**src/rtl/xpmpd_pkg.sv**
```systemverilog
package xpmpd_pkg;

    // palette geometry
    localparam int PALETTE_DEPTH  = 65536;
    localparam int IDX_W          = $clog2(PALETTE_DEPTH);
    localparam int MAX_CODE_CHARS = 2;

    // pixel code character range
    localparam logic [7:0] CHAR_LOW  = 8'h20;
    localparam logic [7:0] CHAR_HIGH = 8'hFE;
    localparam logic [7:0] CHAR_SPAN = 8'd223;

    localparam logic [31:0] OPAQUE_BLACK = 32'hFF00_0000;

    // input opcodes
    localparam logic [1:0] OP_DECODE     = 2'd0;
    localparam logic [1:0] OP_DEF_HEX    = 2'd1;
    localparam logic [1:0] OP_DEF_DIRECT = 2'd2;

    // command kinds between front and back
    localparam logic [1:0] CMD_NOP   = 2'd0;
    localparam logic [1:0] CMD_READ  = 2'd1;
    localparam logic [1:0] CMD_WRITE = 2'd2;
    localparam logic [1:0] CMD_BAD   = 2'd3;

    typedef struct packed {
        logic [1:0]  opcode;
        logic [15:0] code_chars;
        logic [63:0] color_text;
        logic [3:0]  color_len;
        logic [31:0] direct_color;
    } t_in_word;

    typedef struct packed {
        logic [31:0] pixel_color;
        logic        status;
    } t_out_word;

    typedef struct packed {
        logic [1:0]       kind;
        logic [IDX_W-1:0] index;
        logic [31:0]      color;
    } t_cmd;

endpackage

```
**src/rtl/xpmpd_cmd_queue.sv**
```systemverilog
module xpmpd_cmd_queue (
    input  logic            i_clk,
    input  logic            i_rst_n,
    input  logic            i_push,
    input  xpmpd_pkg::t_cmd i_cmd,
    output logic            o_full,
    input  logic            i_pop,
    output xpmpd_pkg::t_cmd o_cmd,
    output logic            o_empty
);
    import xpmpd_pkg::*;

    t_cmd       r_slot [2];
    logic       r_wp;
    logic       r_rp;
    logic [1:0] r_cnt;
    logic       do_push;
    logic       do_pop;

    assign o_full  = (r_cnt == 2'd2);
    assign o_empty = (r_cnt == 2'd0);
    assign o_cmd   = r_slot[r_rp];
    assign do_push = i_push && !o_full;
    assign do_pop  = i_pop && !o_empty;

    // two-entry storage
    always_ff @(posedge i_clk) begin
        if (do_push) begin
            r_slot[r_wp] <= i_cmd;
        end
    end

    // pointers and fill count
    always_ff @(posedge i_clk) begin
        if (!i_rst_n) begin
            r_wp  <= 1'b0;
            r_rp  <= 1'b0;
            r_cnt <= 2'd0;
        end else begin
            if (do_push) begin
                r_wp <= ~r_wp;
            end
            if (do_pop) begin
                r_rp <= ~r_rp;
            end
            r_cnt <= r_cnt + 2'(do_push) - 2'(do_pop);
        end
    end

endmodule

```
**config.mk**
```make
export PLATFORM = sky130hd
export DESIGN_NAME = xpmpd_cmd_queue
export DESIGN_NICKNAME = d
export VERILOG_FILES = /design/src/rtl/xpmpd_pkg.sv /design/src/rtl/xpmpd_cmd_queue.sv
export SDC_FILE = /design/constraint.sdc
export NUM_CORES = 1
export LEC_CHECK = 0
export BUFFER_PORTS_ARGS = -buffer_cell sky130_fd_sc_hd__buf_2
export CELL_PAD_IN_SITES_DETAIL_PLACEMENT = 1
export CELL_PAD_IN_SITES_GLOBAL_PLACEMENT = 1
export CORE_MARGIN = 5
export CORE_UTILIZATION = 44
export DETAILED_ROUTE_END_ITERATION = 10
export PLACE_DENSITY = 0.74
export SLEW_MARGIN = 10
export SYNTH_ARGS = -nofsm -noshare
export SYNTH_HDL_FRONTEND = slang
export SYNTH_SLANG_ARGS = --single-unit
```
**constraint.sdc**
```tcl
create_clock -name i_clk -period 3.55 [get_ports i_clk]
set_input_delay 0.1775 -clock i_clk [delete_from_list [all_inputs] [get_ports i_clk]]
set_output_delay 0.1775 -clock i_clk [all_outputs]
set_load 0.02 [all_outputs]
```
==> qor.yml <==
timing:
  finalSetupViolations: 0
  hold_viol_final: 0
  min_period_ns: 2.05
  rsz0062_at_grt: "false"
  tns_ns: 0
  tightest_slew_ns: 0.944
  fmax_ghz: 0.487
  period_share: 0.579
  finClkSkew_ns: 0.00905
  worst_slack_ns: 1.50
  slew_headroom: 0.371
  maxSlewViolCount: 0
synthesis:
  synthTopCellsByArea: "edfxtp_1 73%, mux2_4 18%, buf_12 2.4%"
  yosys_warnings: 0
  synthesis.area_sq_um: 4100
  ys.flop_type: "edfxtp_1"
  syn_inst: 183
  synth-edff-count: 100
  ys_async_sr_fraction: 0
  yosys.cell_count.top_type: "edfxtp_1"
  seq_area_frac_synth: 0.757
  syn_area_per_cell_sq_um: 22.4
  ys_ff_latch: 105
  yosysTopAreaCell: "edfxtp_1"
  ys_types: 17
  synth_fp_nets: 239
  synthTopCellsByCount: "100 x edfxtp_1, 50 x mux2_4, 5 x buf_12, 5 x dfxtp_1, 5 x nor2_1"
  synth.top_cell.area_share: 0.733
critical_path:
  max_stage_delay_ns: 0.99
  path_buf_inv: 1
  critPathRequiredTime_ns: 3.37
  crit_arrival_ns: 1.88
  path_cells: "mux2_4, buf_2"
  path_max_fanout: 50
  path_delay_family: "flip-flops"
  worst_setup_path_start_kind: "flip-flop"
  critPathKind: "reg2out"
  endpoint_kind: "output port"
  slowest_stage: "dfxtp_4"
placement:
  dp.final_hpwl_mm: 4.87
  gp_congestion: 0.734
  portBuffers: 105
  dp.cells: 395
  detailedPlace.worstSlack_ns: 1.53
  dpl_cell_area_sq_um: 4680
cells_and_area:
  multi_input_area_sq_um: 882
  area_growth_pct: 28.8
  fill_cells: 851
  final_cells: 450
  nNetsFinal: 390
  regArea_sq_um: 3110
  diodes: 0
  drive_above_1_share: 0.510
  finalInstanceArea_sq_um: 5280
clock_network:
  insertion_delay_ns: 0.35
  cts.sink_count: 105
  cts_tree: "done"
  numCtsBuffers: 9
  clk_pin_slew_ns: 0.08
  post-cts-setup-buffers: 0
  cts_buffer_depth: 2
  htreeDepth: 3
  cts_root_buf: "clkbuf_8"
die:
  core_area_sq_um: 9150
  die_y_um: 107
  rows: 35
  dieWidth_um: 107
  die_area_sq_um: 11300
  io_pins: 106
  start_util: 0.448
power:
  power.internal_mw: 2.57
  combPwrFrac: 0.314
  p_clk_frac: 0.208
  p_leak_nw: 2.11
  seq_power_share: 0.478
  p_sw_frac: 0.306
  power_density_nw_per_um2: 702
  p_switching_mw: 1.13
  ir_worst_vdd_uv: 409
routing:
  vias: 2108
  postRouteAntennaNets: 0
  dr.pass1.iters: 4
  drt_wl_total_mm: 7.63
  first_iter_violations: 56
  wl_per_cell_um: 16.9
  vias_per_cell: 4.68
  drc_errors: 0
hold_path:
  min_path_type: "in2reg"
run:
  cap_violations: 0
global_route:
  antenna_found_initial: 0
  grt_start_max_net_pins: 51
  grt-ovfl-total: 0
  grt_usage: 0.136
  grt_pass1_vias: 2312
  grt_pass1_wl_mm: 11.6
status:
  status: "finished, final reports clean"
[path summary, 6_finish.rpt]
path                                 from            end  slack, ns  depth (start not counted)
worst max register to register   r_cnt[0]  r_slot[1][20]       1.55                          3
worst min-delay path            i_cmd[49]  r_slot[1][49]       0.03                          1
worst min register to register       r_rp           r_rp       0.54                          2
worst max-delay path            flip-flop      o_cmd[35]       1.50                          2
[placed cells by master (no fill, tap or decap), drive strengths merged, types with 3 or more instances in the layout]
| cell type | instances |
|---|---|
| buf | 107 |
| clkbuf | 11 |
| dfxtp | 5 |
| dlygate4sd3 | 39 |
| edfxtp | 100 |
| inv | 3 |
| mux2 | 50 |
| nor2 | 5 |
[cells by family (layout without fill, tap and decap cells)]
group | count (synthesis) | in the layout | synth area share
buf+inv | 9 | 165 | 0.0299
compound gates | 1 | 1 | 0.00183
mux | 51 | 51 | 0.186
flops | 105 | 105 | 0.757
fa+ha+maj | 2 | 2 | 0.00610
simple gates | 13 | 13 | 0.0153
xor+xnor | 2 | 2 | 0.00427
[power groups by stage]
| stage | combinational (mW) | clock, mW | sequential, mW |
|---|---|---|---|
| after global placement | 1.13 | 0 | 1.80 |
| after floorplan | 1.01 | 0 | 1.68 |
| final | 1.16 | 0.772 | 1.77 |
| after CTS | 1.18 | 0.794 | 1.78 |
| after detailed placement | 1.15 | 0 | 1.81 |
| after global routing | 1.25 | 0.853 | 1.80 |
[metrics by stage]
stage	hold WS [ns]	util	power, mW
detailed placement	0.369	0.511	2.96
floorplan	0.276	-	2.69
global placement	0.367	0.511	2.93
CTS	0.000303	0.567	3.76
global route	0.00291	0.577	3.90
finish	0.0270	0.577	3.71
[sequential cells by signal, summed over array words and instances, names as in the netlist, named ones only]
| name | flops |
|---|---|
| r_slot | 100 |
| r_cnt | 2 |
| r_rp | 1 |
| r_wp | 1 |
[worst register-to-register path, cell delays in order, from the launching register on]
cell      delay (ns)
dfxtp_1         0.38
nand2b_1        0.17
and3_2          0.71
buf_4           0.42
[layer usage]
| layer | vias to the layer above | share of wire | global-route usage |
|---|---|---|---|
| met5 | - | 0 | 0 |
| met4 | 0 | 0.0092 | 0.0502 |
| met3 | 7 | 0.076 | 0.0534 |
| met2 | 76 | 0.51 | 0.233 |
| met1 | 1021 | 0.41 | 0.155 |
| li1 | 1004 | - | - |
[repair_timing]
| item | in CTS | in global routing |
|---|---|---|
| gates resized for setup | 0 | 0 |
| hold endpoints to repair | 57 | 13 |
| hold buffers | 30 | 9 |
[layout make-up]
cell class,instances,area share
Sequential cell,105,0.588
Multi-Input combinational cell,69,0.167
Clock inverter,5,0.0152
Inverter,3,0.00213
Clock buffer,11,0.0249
Tap cell,111,0.0263
Timing Repair Buffer,146,0.176
(Power assumes the default switching activity.)
