<file path="config.mk">
export PLATFORM = sky130hd
export DESIGN_NAME = xpmpd_front
export DESIGN_NICKNAME = d
export VERILOG_FILES = /design/src/rtl/xpmpd_pkg.sv /design/src/rtl/xpmpd_front.sv
export SDC_FILE = /design/constraint.sdc
export NUM_CORES = 1
export LEC_CHECK = 0
export BUFFER_PORTS_ARGS = -buffer_cell sky130_fd_sc_hd__buf_2
export CORE_MARGIN = 10
export CORE_UTILIZATION = 35
export DETAILED_ROUTE_END_ITERATION = 8
export RECOVER_POWER = 50
export SLEW_MARGIN = 20
export SYNTH_ARGS = -nofsm -noshare
export SYNTH_HDL_FRONTEND = slang
export SYNTH_SLANG_ARGS = --single-unit
</file>
<file path="constraint.sdc">
create_clock -name i_clk -period 15 [get_ports i_clk]
set_input_delay 1.5 -clock i_clk [delete_from_list [all_inputs] [get_ports i_clk]]
set_output_delay 1.5 -clock i_clk [all_outputs]
set_load 0.01 [all_outputs]
</file>
<file path="src/rtl/xpmpd_pkg.sv">
package xpmpd_pkg;

    // palette geometry
    localparam int PALETTE_DEPTH  = 65536;
    localparam int IDX_W          = $clog2(PALETTE_DEPTH);
    localparam int MAX_CODE_CHARS = 2;

    // pixel code character range
    localparam logic [7:0] CHAR_LOW  = 8'h20;
    localparam logic [7:0] CHAR_HIGH = 8'hFE;
    localparam logic [7:0] CHAR_SPAN = 8'd223;

    localparam logic [31:0] OPAQUE_BLACK = 32'hFF00_0000;

    // input opcodes
    localparam logic [1:0] OP_DECODE     = 2'd0;
    localparam logic [1:0] OP_DEF_HEX    = 2'd1;
    localparam logic [1:0] OP_DEF_DIRECT = 2'd2;

    // command kinds between front and back
    localparam logic [1:0] CMD_NOP   = 2'd0;
    localparam logic [1:0] CMD_READ  = 2'd1;
    localparam logic [1:0] CMD_WRITE = 2'd2;
    localparam logic [1:0] CMD_BAD   = 2'd3;

    typedef struct packed {
        logic [1:0]  opcode;
        logic [15:0] code_chars;
        logic [63:0] color_text;
        logic [3:0]  color_len;
        logic [31:0] direct_color;
    } t_in_word;

    typedef struct packed {
        logic [31:0] pixel_color;
        logic        status;
    } t_out_word;

    typedef struct packed {
        logic [1:0]       kind;
        logic [IDX_W-1:0] index;
        logic [31:0]      color;
    } t_cmd;

endpackage

</file>
<file path="src/rtl/xpmpd_front.sv">
module xpmpd_front (
    input  logic               i_clk,
    input  logic               i_rst_n,
    input  logic               i_cfg_we,
    input  logic [1:0]         i_cfg_wdata,
    input  xpmpd_pkg::t_in_word i_item,
    output xpmpd_pkg::t_cmd    o_cmd
);
    import xpmpd_pkg::*;

    localparam logic [7:0] HEX_LC_BASE = 8'h61 - 8'd10;
    localparam logic [7:0] HEX_UC_BASE = 8'h41 - 8'd10;
    localparam logic [7:0] DIGIT_BASE  = 8'h30;

    logic [1:0]       r_cpp;
    logic [2:0]       char_cnt;
    logic [7:0]       c0;
    logic [7:0]       c1;
    logic             bad0;
    logic             bad1;
    logic             bad;
    logic [IDX_W-1:0] idx;

    // one hex character to its nibble, anything else is zero
    function automatic logic [3:0] nibble_of(input logic [7:0] c);
        logic [3:0] v;
        v = 4'h0;
        if (c >= 8'h61 && c <= 8'h66) begin
            v = 4'(c - HEX_LC_BASE);
        end else if (c >= 8'h41 && c <= 8'h46) begin
            v = 4'(c - HEX_UC_BASE);
        end else if (c >= 8'h30 && c <= 8'h39) begin
            v = 4'(c - DIGIT_BASE);
        end
        return v;
    endfunction

    // hex string to color with the short-form nibble placement
    function automatic logic [31:0] hex_to_color(input logic [63:0] text,
                                                 input logic [3:0]  len);
        logic [3:0]  n [8];
        logic [31:0] v;
        for (int k = 0; k < 8; k++) begin
            n[k] = nibble_of(text[8*k +: 8]);
        end
        case (len)
            4'd3:    v = OPAQUE_BLACK | {8'h00, n[0], 4'h0, n[1], 4'h0, n[2], 4'h0};
            4'd4:    v = {n[0], 4'h0, n[1], 4'h0, n[2], 4'h0, n[3], 4'h0};
            4'd6:    v = {8'hFF, n[0], n[1], n[2], n[3], n[4], n[5]};
            4'd8:    v = {n[0], n[1], n[2], n[3], n[4], n[5], n[6], n[7]};
            default: v = OPAQUE_BLACK;
        endcase
        return v;
    endfunction

    // characters-per-pixel register
    always_ff @(posedge i_clk) begin
        if (!i_rst_n) begin
            r_cpp <= 2'd1;
        end else if (i_cfg_we) begin
            r_cpp <= i_cfg_wdata;
        end
    end

    // effective character count, clamped to 1..max
    always_comb begin
        char_cnt = {1'b0, r_cpp};
        if (r_cpp == 2'd0) begin
            char_cnt = 3'd1;
        end else if (int'(r_cpp) > MAX_CODE_CHARS) begin
            char_cnt = 3'(MAX_CODE_CHARS);
        end
    end

    // code characters to palette index
    assign c0   = i_item.code_chars[7:0];
    assign c1   = i_item.code_chars[15:8];
    assign bad0 = (c0 < CHAR_LOW) || (c0 > CHAR_HIGH);
    assign bad1 = (c1 < CHAR_LOW) || (c1 > CHAR_HIGH);
    // characters past the code word read as zero and are always bad
    assign bad  = bad0 || ((char_cnt >= 3'd2) && bad1) || (char_cnt > 3'd2);
    assign idx  = IDX_W'(c0 - CHAR_LOW)
                + ((char_cnt >= 3'd2) ? IDX_W'(16'(c1 - CHAR_LOW) * 16'(CHAR_SPAN))
                                      : IDX_W'(0));

    // classify the word into a back-end command
    always_comb begin
        o_cmd.index = idx;
        o_cmd.color = 32'h0;
        o_cmd.kind  = CMD_NOP;
        case (i_item.opcode)
            OP_DECODE: begin
                o_cmd.kind = bad ? CMD_BAD : CMD_READ;
            end
            OP_DEF_HEX: begin
                o_cmd.kind  = bad ? CMD_BAD : CMD_WRITE;
                o_cmd.color = hex_to_color(i_item.color_text, i_item.color_len);
            end
            OP_DEF_DIRECT: begin
                o_cmd.kind  = bad ? CMD_BAD : CMD_WRITE;
                o_cmd.color = i_item.direct_color;
            end
            default: begin
                o_cmd.kind = CMD_NOP;
            end
        endcase
    end

endmodule

</file>
==> summary.txt <==
Initial antenna violation count - 1
Die span in y - 142.2 µm
Worst Path Required - 13.50 ns
Post-synth top flop - dfxtp_1
Clock Skew - 0 ns
Max-cap violations - 0
Post-synthesis cell type count - 69
Pint - 211.4 µW
Hpwl dp - 14920 µm
GRT overflow - 0
First-pass DRT Iterations - 5
Slew Limit Fails - 0
Crit path max fanout - 9
FF-to-FF Start - r_cpp[1]
Area leader, netlist - ha_1
DRT antenna net count - 0
Routed vias - 5513
Period utilization - 0.6167
Sw Pwr - 266.5 µW
Status - completed
WS Path Type - input pin to output port
Critical Path End Type - output port
Top post-synthesis cells by area - ha_1, fa_1, inv_1
Yosys reg bits - 1
Cell area after layout - 0.006218 mm²
Overall routing resource usage - 0.1563
Wire per inst - 16.18 µm
Worst IR Drop VDD - 82.31 µV
Drt drc - 0
Multi-input logic area - 0.004682 mm²
Starting density of the core - 0.3580
Site Rows - 44
Largest net degree at the start of global routing - 26
Slew @ Worst Pin - 0.7272 ns
Buf/Inv on CP - 9
Clock Pin Slew Worst Setup and Hold Paths - 0 ns
Syn Std Cell Area - 0.005223 mm²
Worst Hold Class - register to register
Setup_tns - 0 ns
Clk Latency, worst-skew pair - 0 ns
Core area - 0.01459 mm²
Total Wirelength - 16990 µm
FF+latch area - 20.02 µm²
Initial DRC Count - 251
Syn Nets - 956
Worst rel slew slack - 0.5134
Global-route wire length before repair - 26920 µm
Final Hold Viols - 0
Mean Syn Cell Area - 7.366 µm²
Pre-CTS WS - 5.760 ns
Clock share of power - 0
Synth top area share - 0.2108
Port bufs - 171
Reg power frac - 0.008
Arr. time, crit path - 7.75 ns
Worst Reg-to-Reg Cells - 2
Post-synth EDFFs - 0
Hold path depth - 2
Peak per-stage delay on the critical path - 0.52 ns
CP Launch Type - input pin
Most frequent CP cell - inv_1
Biggest register - r_cpp
PostCTS Resize Cnt - 0
Worst R2R Setup Slack - 13.93 ns
Switch share - 0.5577
Min Tclk post-route - 9.251 ns
Max reg flops - 1
Setup violators final - 0
I/O pin cnt - 173
Post-CTS Setup Bufs - 0
Vias/cell - 5.250
Power density cells - 76.86 mW/mm²
Post-synthesis sequential area ratio - 0.003833
# hold bufs at CTS - 0
RSZ-0062 raised after global routing - false
Vias in the first global route - 5340
Fillers - 1551
P&R area growth vs syn - 19.07%
Syn Inst Count - 709
Synth async-reset ratio - 0
Setup ws final - 5.749 ns
Leak - 0.003126 µW
Die area - 0.02021 mm²
Largest regs - r_cpp (1)
Synth Warn # - 0
Post-DP Area - 0.006254 mm²
Peak Freq - 108.1 MHz
Nets@finish - 1114
Worst r2r dst - r_cpp[1]
Hold path start - r_cpp[1]
Die extent in x - 142.2 µm
Dominant delay contributor by cell family on the critical path - adder cells
Slowest-stage cell, CP - fa_1
Power share of the combinational group - 0.992
GPL Wtd Cong - 0.9517
Worst Hold Endpoint - r_cpp[1]
Share of layout cells above drive strength 1 - 0.1965
[how the worst max path moves through the flow]
| stage | slack (ns) | cells after the start | startpoint | to |
|---|---|---|---|---|
| 2_1_floorplan | 6.61 | 26 | i_item[113] | o_cmd[46] |
| 3_3_place_gp | 5.78 | 28 | i_item[113] | o_cmd[46] |
| 3_5_place_dp | 5.76 | 28 | i_item[113] | o_cmd[46] |
| 4_1_cts | 5.74 | 28 | i_item[113] | o_cmd[46] |
| 5_1_grt | 5.33 | 28 | i_item[113] | o_cmd[46] |
| 6_report | 5.75 | 28 | i_item[113] | o_cmd[46] |
[stage by stage]
| stage | util | power [µW] | hold WS [ns] | std cells |
|---|---|---|---|---|
| after floorplan | - | 361.6 | 0.6880 | 709 |
| after global placement | 0.4286 | 482.2 | 0.8467 | 1049 |
| after detailed placement | 0.4286 | 484.1 | 0.8692 | 1049 |
| after CTS | 0.4286 | 487.4 | 0.8617 | 1049 |
| after global routing | 0.4262 | 555.3 | 0.9185 | 1050 |
| final | 0.4262 | 477.9 | 0.8438 | 1050 |
[Yosys cell counts (all sizes together), types with 5 or more instances]
cell type / number
inv: 117
o22ai: 18
a21oi: 46
nor2b: 20
o21ai: 41
o21a: 8
nand2: 52
nor3: 13
a21boi: 10
nor2: 38
xnor2: 16
nor3b: 8
nand2b: 15
clkbuf: 14
a211oi: 7
nand3: 13
xor2: 8
nor4b: 5
and2: 10
fa: 36
ha: 88
o21bai: 8
or4b: 5
a22oi: 24
a21o: 5
mux2i: 7
[final cells by class]
cell class,instances,area share
Sequential cell,1,0.003219
Inverter,117,0.07062
Multi-Input combinational cell,575,0.7529
Timing Repair Buffer,172,0.1358
Tap cell,184,0.03702
Antenna cell,1,0.0004024
[routing by layer]
metal,track usage,part of all wire
met2,0.2750,0.48
met3,0.03004,0.082
met5,0,0
met4,0.02098,0.011
met1,0.1966,0.43
[cell usage in the layout, fill, tap and decap left out, types with 5 or more instances in the layout]
master | synthesis | layout
buf_2 | 2 | 156
inv_1 | 117 | 117
ha_1 | 88 | 88
nand2_1 | 52 | 52
a21oi_1 | 46 | 46
o21ai_0 | 37 | 39
nor2_1 | 38 | 38
fa_1 | 36 | 36
a22oi_1 | 24 | 24
nor2b_1 | 20 | 20
o22ai_1 | 18 | 18
xnor2_1 | 16 | 16
nand2b_1 | 15 | 15
clkbuf_1 | 14 | 15
nand3_1 | 13 | 13
nor3_1 | 11 | 11
and2_1 | 10 | 10
a21boi_0 | 9 | 9
o21a_1 | 8 | 8
nor3b_1 | 8 | 8
o21bai_1 | 8 | 8
xor2_1 | 8 | 8
a211oi_1 | 7 | 7
mux2i_1 | 7 | 7
or4b_1 | 5 | 5
nor4b_1 | 5 | 5
a21o_1 | 5 | 5
[power groups by stage]
stage	clock (µW)	combinational, µW	sequential (µW)
floorplan	0	359	2.97
global placement	0	478	3.73
detailed placement	0	480	3.79
CTS	0	484	3.77
global route	0.00000896	551	3.87
finish	0.00000895	474	3.73
[worst reg2reg max path: stages, from the launching register on]
cell,delay (ns)
dfxtp_1,0.72
mux2i_1,0.15
nor2b_1,0.13
[cells by family (layout without fill, tap and decap cells)]
logic type                 Yosys count  in the layout  synth area share
and+or+nand+nor                    209            209            0.2240
AOI/OAI and AO/OA                  207            207            0.2650
buffers and inverters              133            289           0.09607
adders and majority gates          124            124            0.3488
xor gates and xnor gates            24             24           0.04025
muxes                               11             11           0.02204
DFF                                  1              1          0.003833
other                                0              1                 0
Power figures use the tool's default switching activity.
